<file path="src/sv/tgb_pkg.sv">
// ============================================================================
// tgb_pkg
// Shared types and constants for the touch gesture to button mask block.
// ============================================================================
package tgb_pkg;

    localparam int unsigned COORD_W = 10;
    localparam int unsigned TIME_W  = 48;
    localparam int unsigned DUR_W   = 24;
    localparam int unsigned MASK_W  = 8;
    localparam int unsigned CNT_W   = 2;
    localparam int unsigned CIDX_W  = 3;
    localparam int unsigned CDAT_W  = 24;

    // button bits
    localparam logic [MASK_W-1:0] BTN_UP    = 8'h01;
    localparam logic [MASK_W-1:0] BTN_DOWN  = 8'h02;
    localparam logic [MASK_W-1:0] BTN_LEFT  = 8'h04;
    localparam logic [MASK_W-1:0] BTN_RIGHT = 8'h08;
    localparam logic [MASK_W-1:0] BTN_FIRE  = 8'h10;
    localparam logic [MASK_W-1:0] BTN_USE   = 8'h20;
    localparam logic [MASK_W-1:0] BTN_ESC   = 8'h40;
    localparam logic [MASK_W-1:0] BTN_ENTER = 8'h80;

    localparam logic [TIME_W-1:0] TIME_MAX = {TIME_W{1'b1}};

    // register indexes
    localparam logic [CIDX_W-1:0] REG_DIR_MARGIN     = 3'd0;
    localparam logic [CIDX_W-1:0] REG_DRAG_SLOP      = 3'd1;
    localparam logic [CIDX_W-1:0] REG_TAP_MAX_US     = 3'd2;
    localparam logic [CIDX_W-1:0] REG_LONG_PRESS_US  = 3'd3;
    localparam logic [CIDX_W-1:0] REG_PULSE_US       = 3'd4;
    localparam logic [CIDX_W-1:0] REG_SPLIT_X        = 3'd5;
    localparam logic [CIDX_W-1:0] REG_FLIP_Y_MAX     = 3'd6;

    // register reset values
    localparam logic [COORD_W-1:0] RST_DIR_MARGIN     = 10'd30;
    localparam logic [COORD_W-1:0] RST_DRAG_SLOP      = 10'd25;
    localparam logic [DUR_W-1:0]   RST_TAP_MAX_US     = 24'd400000;
    localparam logic [DUR_W-1:0]   RST_LONG_PRESS_US  = 24'd600000;
    localparam logic [DUR_W-1:0]   RST_PULSE_US       = 24'd120000;
    localparam logic [COORD_W-1:0] RST_SPLIT_X        = 10'd233;
    localparam logic [COORD_W-1:0] RST_FLIP_Y_MAX     = 10'd465;

    typedef struct packed {
        logic [COORD_W-1:0] dir_margin;
        logic [COORD_W-1:0] drag_slop;
        logic [DUR_W-1:0]   tap_max_us;
        logic [DUR_W-1:0]   long_press_us;
        logic [DUR_W-1:0]   pulse_us;
        logic [COORD_W-1:0] split_x;
        logic [COORD_W-1:0] flip_y_max;
    } t_cfg;

    typedef struct packed {
        logic [CNT_W-1:0]   finger_count;
        logic [COORD_W-1:0] raw_x;
        logic [COORD_W-1:0] raw_y;
        logic [TIME_W-1:0]  now_us;
    } t_poll;

    typedef struct packed {
        logic               was_touched;
        logic               is_dragging;
        logic               escape_sent;
        logic [COORD_W-1:0] origin_x;
        logic signed [COORD_W:0] origin_y;   // flipped y can go negative
        logic [TIME_W-1:0]  press_time;
        logic [TIME_W-1:0]  pulse_end_time;
        logic [MASK_W-1:0]  pulse_bits;
        logic [MASK_W-1:0]  previous_mask;
    } t_state;

endpackage

</file>
<file path="src/sv/tgb_in_if.sv">
// ============================================================================
// tgb_in_if
// Poll channel: valid/ready handshake with one touch-panel poll as payload.
// ============================================================================
interface tgb_in_if;
    logic        valid;
    logic        ready;
    logic [1:0]  finger_count;
    logic [9:0]  raw_x;
    logic [9:0]  raw_y;
    logic [47:0] now_us;

    modport source (output valid, finger_count, raw_x, raw_y, now_us, input ready);
    modport sink   (input valid, finger_count, raw_x, raw_y, now_us, output ready);
endinterface

</file>
<file path="src/sv/tgb_out_if.sv">
// ============================================================================
// tgb_out_if
// Result channel: valid/ready handshake carrying button and change masks.
// ============================================================================
interface tgb_out_if;
    logic       valid;
    logic       ready;
    logic [7:0] button_mask;
    logic [7:0] changed_mask;

    modport source (output valid, button_mask, changed_mask, input ready);
    modport sink   (input valid, button_mask, changed_mask, output ready);
endinterface

</file>
<file path="src/sv/tgb_cfg_if.sv">
// ============================================================================
// tgb_cfg_if
// Configuration write channel: register index and write data.
// ============================================================================
interface tgb_cfg_if;
    logic        valid;
    logic        ready;
    logic [2:0]  index;
    logic [23:0] data;

    modport source (output valid, index, data, input ready);
    modport sink   (input valid, index, data, output ready);
endinterface

</file>
<file path="src/sv/touch_gesture_to_buttons.sv">
// ============================================================================
// touch_gesture_to_buttons
// Turns touch-panel polls into an 8-bit button mask and a change mask.
// ============================================================================
// Usage:
//   i_in   carries one poll per transfer (finger count, x, raw y, timestamp).
//   o_out  carries one result per poll: button mask and changed bits.
//   i_cfg  writes the seven tuning registers by index; always ready. Write
//          only while no poll is in flight.
// Path: a poll is registered on input, evaluated and registered on output.
// Throughput: one poll per cycle while o_out is ready; the gesture state
//   update is a single pass between the input register and the result register.
// Stall: while o_out is held, the input register still takes one more poll;
//   further polls wait on i_in.ready. Nothing is dropped.
// Reset: registers return to their default values, gesture state and the
//   previous mask are cleared, both channels come up empty.
// ============================================================================
module touch_gesture_to_buttons (
    input  logic  i_clk,
    input  logic  i_rst_n,
    tgb_in_if.sink    i_in,
    tgb_out_if.source o_out,
    tgb_cfg_if.sink   i_cfg
);
    import tgb_pkg::*;

    t_cfg              cfg;
    t_poll             r_poll;
    logic              r_poll_vld;
    t_state            r_state;
    t_state            n_state;
    logic [MASK_W-1:0] n_mask;
    logic [MASK_W-1:0] n_changed;
    logic [MASK_W-1:0] r_mask;
    logic [MASK_W-1:0] r_changed;
    logic              r_out_vld;
    logic              adv;
    logic              in_xfer;

    assign i_cfg.ready = 1'b1;

    tgb_cfg_regs u_cfg (
        .i_clk   (i_clk),
        .i_rst_n (i_rst_n),
        .i_wr    (i_cfg.valid),
        .i_idx   (i_cfg.index),
        .i_data  (i_cfg.data),
        .o_cfg   (cfg)
    );

    tgb_gesture u_gesture (
        .i_cfg     (cfg),
        .i_state   (r_state),
        .i_poll    (r_poll),
        .o_state   (n_state),
        .o_mask    (n_mask),
        .o_changed (n_changed)
    );

    assign adv         = r_poll_vld && (!r_out_vld || o_out.ready);
    assign i_in.ready  = !r_poll_vld || adv;
    assign in_xfer     = i_in.valid && i_in.ready;

    always_ff @(posedge i_clk) begin
        if (!i_rst_n) begin
            r_poll_vld <= 1'b0;
        end else if (in_xfer) begin
            r_poll_vld <= 1'b1;
        end else if (adv) begin
            r_poll_vld <= 1'b0;
        end
    end

    always_ff @(posedge i_clk) begin
        if (in_xfer) begin
            r_poll.finger_count <= i_in.finger_count;
            r_poll.raw_x        <= i_in.raw_x;
            r_poll.raw_y        <= i_in.raw_y;
            r_poll.now_us       <= i_in.now_us;
        end
    end

    always_ff @(posedge i_clk) begin
        if (!i_rst_n) begin
            r_state   <= '0;
            r_out_vld <= 1'b0;
        end else if (adv) begin
            r_state   <= n_state;
            r_out_vld <= 1'b1;
        end else if (o_out.ready) begin
            r_out_vld <= 1'b0;
        end
    end

    always_ff @(posedge i_clk) begin
        if (adv) begin
            r_mask    <= n_mask;
            r_changed <= n_changed;
        end
    end

    assign o_out.valid        = r_out_vld;
    assign o_out.button_mask  = r_mask;
    assign o_out.changed_mask = r_changed;
endmodule

</file>
<file path="src/sv/tgb_cfg_regs.sv">
// ============================================================================
// tgb_cfg_regs
// Configuration register file; unknown indexes are ignored.
// ============================================================================
module tgb_cfg_regs (
    input  logic                      i_clk,
    input  logic                      i_rst_n,
    input  logic                      i_wr,
    input  logic [tgb_pkg::CIDX_W-1:0] i_idx,
    input  logic [tgb_pkg::CDAT_W-1:0] i_data,
    output tgb_pkg::t_cfg             o_cfg
);
    import tgb_pkg::*;

    t_cfg r_cfg;
    t_cfg n_cfg;

    always_comb begin
        n_cfg = r_cfg;
        if (i_wr) begin
            unique case (i_idx)
                REG_DIR_MARGIN:     n_cfg.dir_margin     = i_data[COORD_W-1:0];
                REG_DRAG_SLOP:      n_cfg.drag_slop      = i_data[COORD_W-1:0];
                REG_TAP_MAX_US:     n_cfg.tap_max_us     = i_data[DUR_W-1:0];
                REG_LONG_PRESS_US:  n_cfg.long_press_us  = i_data[DUR_W-1:0];
                REG_PULSE_US:       n_cfg.pulse_us       = i_data[DUR_W-1:0];
                REG_SPLIT_X:        n_cfg.split_x        = i_data[COORD_W-1:0];
                REG_FLIP_Y_MAX:     n_cfg.flip_y_max     = i_data[COORD_W-1:0];
                default: ;
            endcase
        end
    end

    always_ff @(posedge i_clk) begin
        if (!i_rst_n) begin
            r_cfg.dir_margin     <= RST_DIR_MARGIN;
            r_cfg.drag_slop      <= RST_DRAG_SLOP;
            r_cfg.tap_max_us     <= RST_TAP_MAX_US;
            r_cfg.long_press_us  <= RST_LONG_PRESS_US;
            r_cfg.pulse_us       <= RST_PULSE_US;
            r_cfg.split_x        <= RST_SPLIT_X;
            r_cfg.flip_y_max     <= RST_FLIP_Y_MAX;
        end else begin
            r_cfg <= n_cfg;
        end
    end

    assign o_cfg = r_cfg;
endmodule

</file>
<file path="src/sv/tgb_gesture.sv">
// ============================================================================
// tgb_gesture
// Gesture step: next tracking state and button mask for one poll.
// ============================================================================
module tgb_gesture (
    input  tgb_pkg::t_cfg              i_cfg,
    input  tgb_pkg::t_state            i_state,
    input  tgb_pkg::t_poll             i_poll,
    output tgb_pkg::t_state            o_state,
    output logic [tgb_pkg::MASK_W-1:0] o_mask,
    output logic [tgb_pkg::MASK_W-1:0] o_changed
);
    import tgb_pkg::*;

    logic                    touched;
    logic                    new_press;
    logic signed [COORD_W:0] y;
    logic [COORD_W-1:0]      org_x;
    logic signed [COORD_W:0] org_y;
    logic [TIME_W-1:0]       org_t;
    logic signed [COORD_W+1:0] dx, dy, adx, ady, thr, dz;
    logic [TIME_W:0]         held;
    logic                    held_gt_long;
    logic                    held_lt_tap;
    logic [TIME_W:0]         dl_sum;
    logic [TIME_W-1:0]       deadline;
    logic                    drag0, drag1, esc0;
    logic                    armed;
    logic                    show;
    logic [MASK_W-1:0]       mask;

    always_comb begin
        touched   = |i_poll.finger_count;
        new_press = touched && !i_state.was_touched;

        if (i_cfg.flip_y_max != '0) begin
            y = $signed({1'b0, i_cfg.flip_y_max}) - $signed({1'b0, i_poll.raw_y});
        end else begin
            y = $signed({1'b0, i_poll.raw_y});
        end

        org_x = new_press ? i_poll.raw_x  : i_state.origin_x;
        org_y = new_press ? y             : i_state.origin_y;
        org_t = new_press ? i_poll.now_us : i_state.press_time;
        drag0 = new_press ? 1'b0 : i_state.is_dragging;
        esc0  = new_press ? 1'b0 : i_state.escape_sent;

        dx  = $signed({2'b00, i_poll.raw_x}) - $signed({2'b00, org_x});
        dy  = $signed({y[COORD_W], y}) - $signed({org_y[COORD_W], org_y});
        adx = dx[COORD_W+1] ? -dx : dx;
        ady = dy[COORD_W+1] ? -dy : dy;
        thr = $signed({2'b00, i_cfg.drag_slop});
        dz  = $signed({2'b00, i_cfg.dir_margin});

        held         = {1'b0, i_poll.now_us} - {1'b0, org_t};
        held_gt_long = !held[TIME_W] &&
                       (held[TIME_W-1:0] > {{(TIME_W-DUR_W){1'b0}}, i_cfg.long_press_us});
        held_lt_tap  = held[TIME_W] ||
                       (held[TIME_W-1:0] < {{(TIME_W-DUR_W){1'b0}}, i_cfg.tap_max_us});

        dl_sum   = {1'b0, i_poll.now_us} + {{(TIME_W+1-DUR_W){1'b0}}, i_cfg.pulse_us};
        deadline = dl_sum[TIME_W] ? TIME_MAX : dl_sum[TIME_W-1:0];

        o_state             = i_state;
        o_state.origin_x    = org_x;
        o_state.origin_y    = org_y;
        o_state.press_time  = org_t;
        o_state.escape_sent = esc0;
        o_state.was_touched = touched;
        mask  = '0;
        armed = 1'b0;
        drag1 = drag0 || (adx > thr) || (ady > thr);

        if (touched) begin
            o_state.is_dragging = drag1;
            if (drag1) begin
                if (dy < -dz) mask = mask | BTN_UP;
                if (dy > dz)  mask = mask | BTN_DOWN;
                if (dx < -dz) mask = mask | BTN_LEFT;
                if (dx > dz)  mask = mask | BTN_RIGHT;
                if (i_poll.finger_count[1]) mask = mask | BTN_FIRE;
            end else if (!esc0 && held_gt_long) begin
                o_state.escape_sent    = 1'b1;
                o_state.pulse_bits     = BTN_ESC;
                o_state.pulse_end_time = deadline;
                armed                  = 1'b1;
            end
        end else begin
            o_state.is_dragging = 1'b0;
            if (i_state.was_touched && !drag0 && !esc0 && held_lt_tap) begin
                o_state.pulse_bits     = (org_x >= i_cfg.split_x) ? (BTN_FIRE | BTN_ENTER)
                                                                  : BTN_USE;
                o_state.pulse_end_time = deadline;
                armed                  = 1'b1;
            end
        end

        // freshly armed pulse: now < sat(now + pulse) reduces to these two terms
        if (armed) begin
            show = (i_cfg.pulse_us != '0) && (i_poll.now_us != TIME_MAX);
        end else begin
            show = i_poll.now_us < i_state.pulse_end_time;
        end

        if (show) begin
            mask = mask | o_state.pulse_bits;
        end else begin
            o_state.pulse_bits = '0;
        end

        o_state.previous_mask = mask;
        o_mask    = mask;
        o_changed = mask ^ i_state.previous_mask;
    end
endmodule

</file>
<file path="src/flat_wrapper.sv">
// flat-port wrapper written by rule: the top's interface ports become plain ports
module touch_gesture_to_buttons_flat import tgb_pkg::*;
  (i_clk, i_rst_n, i_in_valid, i_in_finger_count, i_in_raw_x, i_in_raw_y, i_in_now_us, i_in_ready, o_out_valid, o_out_button_mask, o_out_changed_mask, o_out_ready, i_cfg_valid, i_cfg_index, i_cfg_data, i_cfg_ready);
  tgb_in_if i_in_i ();
  tgb_out_if o_out_i ();
  tgb_cfg_if i_cfg_i ();
  input  logic i_clk;
  input  logic i_rst_n;
  input wire logic [$bits(i_in_i.valid)-1:0] i_in_valid;
  input wire logic [$bits(i_in_i.finger_count)-1:0] i_in_finger_count;
  input wire logic [$bits(i_in_i.raw_x)-1:0] i_in_raw_x;
  input wire logic [$bits(i_in_i.raw_y)-1:0] i_in_raw_y;
  input wire logic [$bits(i_in_i.now_us)-1:0] i_in_now_us;
  output wire logic [$bits(i_in_i.ready)-1:0] i_in_ready;
  output wire logic [$bits(o_out_i.valid)-1:0] o_out_valid;
  output wire logic [$bits(o_out_i.button_mask)-1:0] o_out_button_mask;
  output wire logic [$bits(o_out_i.changed_mask)-1:0] o_out_changed_mask;
  input wire logic [$bits(o_out_i.ready)-1:0] o_out_ready;
  input wire logic [$bits(i_cfg_i.valid)-1:0] i_cfg_valid;
  input wire logic [$bits(i_cfg_i.index)-1:0] i_cfg_index;
  input wire logic [$bits(i_cfg_i.data)-1:0] i_cfg_data;
  output wire logic [$bits(i_cfg_i.ready)-1:0] i_cfg_ready;
  assign i_in_i.valid = i_in_valid;
  assign i_in_i.finger_count = i_in_finger_count;
  assign i_in_i.raw_x = i_in_raw_x;
  assign i_in_i.raw_y = i_in_raw_y;
  assign i_in_i.now_us = i_in_now_us;
  assign i_in_ready = i_in_i.ready;
  assign o_out_valid = o_out_i.valid;
  assign o_out_button_mask = o_out_i.button_mask;
  assign o_out_changed_mask = o_out_i.changed_mask;
  assign o_out_i.ready = o_out_ready;
  assign i_cfg_i.valid = i_cfg_valid;
  assign i_cfg_i.index = i_cfg_index;
  assign i_cfg_i.data = i_cfg_data;
  assign i_cfg_ready = i_cfg_i.ready;
  touch_gesture_to_buttons u_core (.i_clk(i_clk), .i_rst_n(i_rst_n), .i_in(i_in_i), .o_out(o_out_i), .i_cfg(i_cfg_i));
endmodule
</file>
<file path="config.mk">
export PLATFORM = sky130hd
export DESIGN_NAME = touch_gesture_to_buttons_flat
export DESIGN_NICKNAME = d
export VERILOG_FILES = /design/src/sv/tgb_pkg.sv /design/src/sv/tgb_in_if.sv /design/src/sv/tgb_out_if.sv /design/src/sv/tgb_cfg_if.sv /design/src/sv/touch_gesture_to_buttons.sv /design/src/sv/tgb_cfg_regs.sv /design/src/sv/tgb_gesture.sv /design/src/flat_wrapper.sv
export SDC_FILE = /design/constraint.sdc
export NUM_CORES = 1
export LEC_CHECK = 0
export BUFFER_PORTS_ARGS = -buffer_cell sky130_fd_sc_hd__buf_2
export CORE_MARGIN = 2
export CORE_UTILIZATION = 50
export DETAILED_ROUTE_END_ITERATION = 6
export GPL_ROUTABILITY_DRIVEN = 0
export GPL_TIMING_DRIVEN = 0
export PLACE_DENSITY = 0.7
export SYNTH_ARGS = -nofsm -noshare
export SYNTH_HDL_FRONTEND = slang
export SYNTH_SLANG_ARGS = --single-unit
</file>
<file path="constraint.sdc">
create_clock -name i_clk -period 14.3 [get_ports i_clk]
set_clock_uncertainty 0.15 [all_clocks]
set_input_delay 1.43 -clock i_clk [delete_from_list [all_inputs] [get_ports i_clk]]
set_output_delay 1.43 -clock i_clk [all_outputs]
set_load 0.02 [all_outputs]
</file>
Word-level counts from Yosys, hierarchy flattened
Cells that the tools add are included.
{"block": "op_classes", "add_sub_neg": 8, "multipliers": 0, "div": 0, "n_eq_ne": 9, "n_mux": 36, "bitwise_logic": 2, "reduce_logical": 35, "n_shift": 0, "magnitude_cmp": 10}
{"operator": "$mux 56", "count": 4}
{"operator": "$mux 48", "count": 2}
{"operator": "$add 48x24->49", "count": 1}
{"operator": "$sub 48x48->49", "count": 1}
{"operator": "$gt 48x24->1", "count": 1}
{"operator": "$lt 48x24->1", "count": 1}
{"operator": "$lt 48x48->1", "count": 1}
{"operator": "$ne 48x48->1 const B", "count": 1}
{"operator": "$gt 12x11->1", "count": 3}
{"operator": "$mux 8", "count": 4}
{"operator": "$mux 12", "count": 2}
{"operator": "$reduce_bool 24->1", "count": 1}
{"operator": "$mux 11", "count": 2}
{"operator": "$sub 10x10->11", "count": 2}
{"operator": "$mux 1", "count": 16}
{"operator": "$reduce_and 2->1", "count": 7}
{"operator": "$lt 11x12->1", "count": 1}
{"operator": "$lt 12x12->1", "count": 1}
{"operator": "$neg 10->12", "count": 1}
{"operator": "$neg 11->12", "count": 1}
{"operator": "$neg 12->12", "count": 1}
{"operator": "$sub 11x11->12", "count": 1}
{"operator": "$gt 11x11->1", "count": 1}
{"operator": "$ge 10x10->1", "count": 1}
{"operator": "other kinds (20)", "count": 43}
{"block": "word_totals", "latch_bits": 0, "out_inout_bits": 19, "rom_bits": 0, "register_bits": 336, "memories": 0, "ramBits": 0}

Longest topological paths before layout
{"block": "logic_depth", "word_depth": 15, "depth_mapped": 40}

Hierarchy
From an unflattened synthesis, not the netlist that was laid out.
{"block": "hier_totals", "cells_unflattened": 3067, "area_unflattened_um2": 26008.7}
{"mod": "tgb_gesture", "area_each_um2": 13404.1, "cells_per_inst": 1958, "instances": 1}
{"mod": "touch_gesture_to_buttons", "area_each_um2": 8226.6, "cells_per_inst": 686, "instances": 1}
{"mod": "tgb_cfg_regs", "area_each_um2": 4377.9, "cells_per_inst": 423, "instances": 1}

Worst setup path after synthesis
Ideal clock, no wire load.
{"block": "synth_timing", "path_type": "reg2reg", "from": "register u_core.r_poll[69] (netlist bit)", "to": "register u_core.r_changed[1], in the netlist u_core.o_out.changed_mask[1] (data pin)", "path_stages_with_launch": 34, "arrival_ns": 6.709, "setup_slack_ns": 7.181, "required_time_ns": 13.890, "path_buffers": 4, "synth_period_minus_slack_ns": 7.119, "cell_sequence": "edfxtp_1 o21bai_1 clkbuf_1 buf_1 buf_1 nor2_1 a21oi_1 ha_1 nor2b_1 o31a_1 a311o_1 o21ai_1 a21oi_1 a211oi_2 a31oi_2 inv_2 nand2_1 o21ai_0 ha_1 nor2b_1 o21a_1 o21a_1 o21ai_0 nand2b_1 a21oi_1 nor2_1 a2111oi_0 o21bai_1 o21ai_2 nand3_2 and3_1 buf_6 a22o_1 xor2_1"}
{"block": "synth_between", "elab_chain_cells": 14, "word_cells_on_any_way": 48, "cone_classes": "5 x add/sub; 5 x order compare; 23 x mux; 2 x bitwise; 13 x reduce/logical"}
{"item": "start: declaration", "line_no": "touch_gesture_to_buttons.sv:28", "source": "t_poll r_poll;"}
{"item": "$reduce_or 2->1 *", "line_no": "tgb_gesture.sv:33", "source": "touched = |i_poll.finger_count;"}
{"item": "$logic_and 1x1->1", "line_no": "tgb_gesture.sv:34", "source": "new_press = touched && !i_state.was_touched;"}
{"item": "$mux 10 / $mux 11 (equally long branches)", "line_no": "tgb_gesture.sv:42, tgb_gesture.sv:43"}
{"item": "$sub 10x10->11 / $sub 11x11->12 (equally long branches)", "line_no": "tgb_gesture.sv:48, tgb_gesture.sv:49"}
{"item": "$neg 11->12 / $gt 12x11->1 (equally long branches)", "line_no": "tgb_gesture.sv:50, tgb_gesture.sv:78"}
{"item": "$mux 12 / $mux 2 (equally long branches)", "line_no": "tgb_gesture.sv:50, tgb_gesture.sv:78"}
{"item": "$gt 12x11->1 / $mux 3 (equally long branches)", "line_no": "tgb_gesture.sv:72, tgb_gesture.sv:79"}
{"item": "$logic_or 1x1->1 / $mux 4 (equally long branches)", "line_no": "tgb_gesture.sv:72, tgb_gesture.sv:80"}
{"item": "$logic_or 1x1->1 / $mux 5 (equally long branches)", "line_no": "tgb_gesture.sv:72, tgb_gesture.sv:81"}
{"item": "$mux 5, or another cell as far along", "line_no": "tgb_gesture.sv:76", "source": "if (drag1) begin"}
{"item": "$mux 8, or another cell as far along", "line_no": "tgb_gesture.sv:74", "source": "if (touched) begin"}
{"item": "$or 8x8->8 / $mux 1 (equally long branches)", "line_no": "tgb_gesture.sv:106, tgb_gesture.sv:99"}
{"item": "$mux 8 *", "line_no": "tgb_gesture.sv:105", "source": "if (show) begin"}
{"item": "net u_core.n_mask[1]", "line_no": "touch_gesture_to_buttons.sv:32", "source": "logic [MASK_W-1:0] n_mask;"}
{"item": "$xor 8x8->8 *", "line_no": "tgb_gesture.sv:113", "source": "o_changed = mask ^ i_state.previous_mask;"}
{"item": "net u_core.n_changed[1]", "line_no": "touch_gesture_to_buttons.sv:33", "source": "logic [MASK_W-1:0] n_changed;"}
{"item": "end signal: assignment", "line_no": "touch_gesture_to_buttons.sv:98", "source": "r_changed <= n_changed;"}
{"item": "end: declaration", "line_no": "touch_gesture_to_buttons.sv:35", "source": "logic [MASK_W-1:0] r_changed;"}
Mark *: on every way through the listed nets, which the timed path passes. The rest lies on a longest branch. The select of a mux whose other input is x is not followed.
A chain may end at the register's enable or synchronous reset.

==> impl_metrics.csv <==
group,metric,value,unit
worst_setup_path,startpoint_type,"flip-flop",
routing,vias_per_cell,5.86,
logic_synthesis,avgSynthCellArea,8.36,um^2
logic_synthesis,netlist_area,0.0232,mm^2
worst_setup_path,arrival,10.16,ns
clocking,cts_resized,0,
routing,route.detailed.drc,0,
layout,fin_cells,3575,
layout,drive_above_1_share,0.0801,
timing,post-route-period-util,0.689,
logic_synthesis,yosys.area.top_type,"dfxtp_1",
die,die_w,220,um
clocking,cts_root_buffer,"clkbuf_16",
clocking,post_cts_buffers,0,
logic_synthesis,ys_seq_area_frac,0.324,
worst_setup_path,slowest_delay,0.82,ns
layout,synthToLayoutAreaGrowth,11.8,%
clocking,clock_path_buffers,3,
power,power_density,122,mW/mm^2
clocking,cts_tree,"built",
routing,dr.pass1.iters,6,
worst_setup_path,cpMostUsedCell,"a21oi_1",
routing,drtIter0Drc,1657,
clocking,clk_pin_slew,0.06,ns
worst_hold_path,hold_path_depth,2,
worst_setup_path,ff2ff_path_depth,31,
layout,nFillCells,4159,
worst_setup_path,criticalPathCategory,"flip-flop to flip-flop",
logic_synthesis,ys_types,90,
worst_setup_path,worst-path-buf-inv,6,
logic_synthesis,synth-async-reset-ratio,0,
worst_setup_path,crit_fanout,11,
logic_synthesis,synthCells,2780,
worst_setup_path,end_kind,"flip-flop",
logic_synthesis,synth_top_area_frac,0.213,
worst_setup_path,cp_top_family,"compound AO/OA/AOI/OAI gates",
power,leakagePower,10.6,nW
die,rows,78,
timing,slew_headroom,0.231,
timing,worstMarginPinSlew,1.15,ns
timing,hold-worst-slack,0.311,ns
worst_setup_path,crit_required,14.60,ns
logic_synthesis,yosysWarnings,0,
layout,nNetsFinal,3319,
power,power.total,3.17,mW
routing,wl,67100,um
routing,wl_per_cell,18.8,um
clocking,worstSkewPairLatency,0.57,ns
logic_synthesis,synth_edf_count,86,
timing,rsz0062_at_grt,"no",
routing,num_vias,21000,
worst_hold_path,hold_class,"flip-flop to flip-flop",
routing,ant_nets,0,
grt,grt_pass1_wl,105000,um
place,io_buffers,118,
grt,grt_pass1_vias,20000,
logic_synthesis,synth_nets,3158,
die,die_y,220,um
logic_synthesis,synth_area_leaders,"dfxtp_1 (21%), ha_1 (15%), edfxtp_1 (11%), nand2_1 (7.1%), a21boi_0 (4.6%)",
run_status,outcome,"completed",
grt,antenna_found_initial,2,
clocking,clock-sinks,333,
logic_synthesis,synth_seq_cells,333,
clocking,numCtsBuffers,40,
place,place_hpwl,52300,um
clocking,hold_buffers,0,
grt,grt_use_total,0.275,
worst_setup_path,cpMaxStageDelayCell,"buf_1",
timing,slew_violations,0,
worst_setup_path,cp.depth,31,
timing,setup_violations,0,
die,fp.coreArea,0.0457,mm^2
power,vdd_drop_max,0.106,mV
die,start_util,0.509,
clocking,htreeDepth,2,
die,die_area,0.0482,mm^2
job,maxCapViolCount,0,
timing,clock.fmax,101,MHz
place,place_inst,3499,
logic_synthesis,synth_flop_cell,"dfxtp_1",
timing,fin_crit,9.86,ns
die,io_pins,121,
grt,grt_max_degree,52,
timing,setup_tns,0,ns
grt,grt_overflow,0,
timing,hold_viol,0,
## worst paths after layout
kind                     startpoint                endpoint  slack, ns
min          u_core.u_cfg.o_cfg[55]  u_core.u_cfg.o_cfg[55]       0.31
max               u_core.r_poll[69]      u_core.r_state[30]       4.44
max reg2reg       u_core.r_poll[69]      u_core.r_state[30]       4.44
min reg2reg  u_core.u_cfg.o_cfg[55]  u_core.u_cfg.o_cfg[55]       0.31
## stage by stage
stage / util / setup WS (ns) / area, um^2
finish: 0.569 / 4.44 / 26000
global route: 0.569 / 3.85 / 26000
CTS: 0.569 / 4.64 / 26000
detailed placement: 0.539 / 4.72 / 24600
global placement: 0.538 / 4.67 / 24600
floorplan: - / 7.18 / 23200
## kinds of logic (layout without fill, tap and decap cells)
kind of cell               count (synthesis)  in the layout  share of synthesized area
adders and majority gates                276            276                      0.150
DFF                                      333            333                      0.324
and+or+nand+nor                          909            909                      0.182
other                                      1              3                   0.000161
xor gates and xnor gates                 118            118                     0.0445
AOI/OAI and AO/OA                        775            775                      0.220
buffers and inverters                    300            493                     0.0493
muxes                                     68             68                     0.0295
## routing by layer
| layer | track usage | routed length, um |
|---|---|---|
| met4 | 0.114 | 2630 |
| met5 | 0 | 0 |
| met2 | 0.463 | 31000 |
| met1 | 0.360 | 29300 |
| met3 | 0.0311 | 4190 |
## cell usage in the layout, fill, tap and decap left out, types with 58 or more instances in the layout
cell      instances
inv_1           188
xor2_1           58
a21boi_0        143
nor2_1          120
clkbuf_1        101
edfxtp_1         86
mux2i_1          65
nand2_1         441
o21ai_0         152
nand3_1          71
xnor2_1          60
ha_1            271
a21oi_1         201
dfxtp_1         247
buf_2           125
## cell type report
cell class              instances  area [um^2]  share of cell area
diodes                          2         5.00            0.000193
plain buffers                 111          437              0.0168
clock buffers                  56         1170              0.0452
clock inverters                18          190             0.00732
inverters                     189          709              0.0273
multi-input cells            2147        14600               0.561
flip-flops and latches        333         7530               0.290
well taps                     600          751              0.0289
repair buffers                119          618              0.0238
## flip-flops by register name (all words and copies together) (netlist names)
register and cells:
u_core.r_state 133, u_core.o_out.changed_mask 8, u_core.u_cfg.o_cfg 112, u_core.r_poll 70, u_core.o_out.button_mask 8, u_core.o_out.valid 1
u_core.r_poll_vld 1
## where the power goes
| part | internal (mW) | switching [mW] |
|---|---|---|
| Clock | 0.630 | 0.422 |
| Combinational | 0.422 | 0.630 |
| Sequential | 1.02 | 0.0420 |
| Total | 2.07 | 1.09 |
## cell usage after synthesis (all sizes together) (7+ instances only)
cell type,count
o21bai,9
and3,22
o211ai,40
and2,21
a211oi,18
o21a,44
o31ai,12
xnor2,60
a21o,52
nand2,441
edfxtp,86
nor2,121
or3,9
mux2i,65
ha,271
o211a,8
and4,13
a21oi,202
or2,7
buf,17
clkbuf,94
nor4,18
nand2b,35
a31oi,11
nand4,52
nor3,38
a211o,9
o21ai,163
nor2b,44
xor2,58
nand3,72
dfxtp,247
a21boi,144
inv,189
a2111oi,8
## tightest hold or removal path, delay by kind of cell, from the launching register on
family,cells,cell delay (ns)
and+or+nand+nor,1,0.05
AOI/OAI and AO/OA,1,0.06
DFF,1,0.31
(Power assumes the default switching activity.)
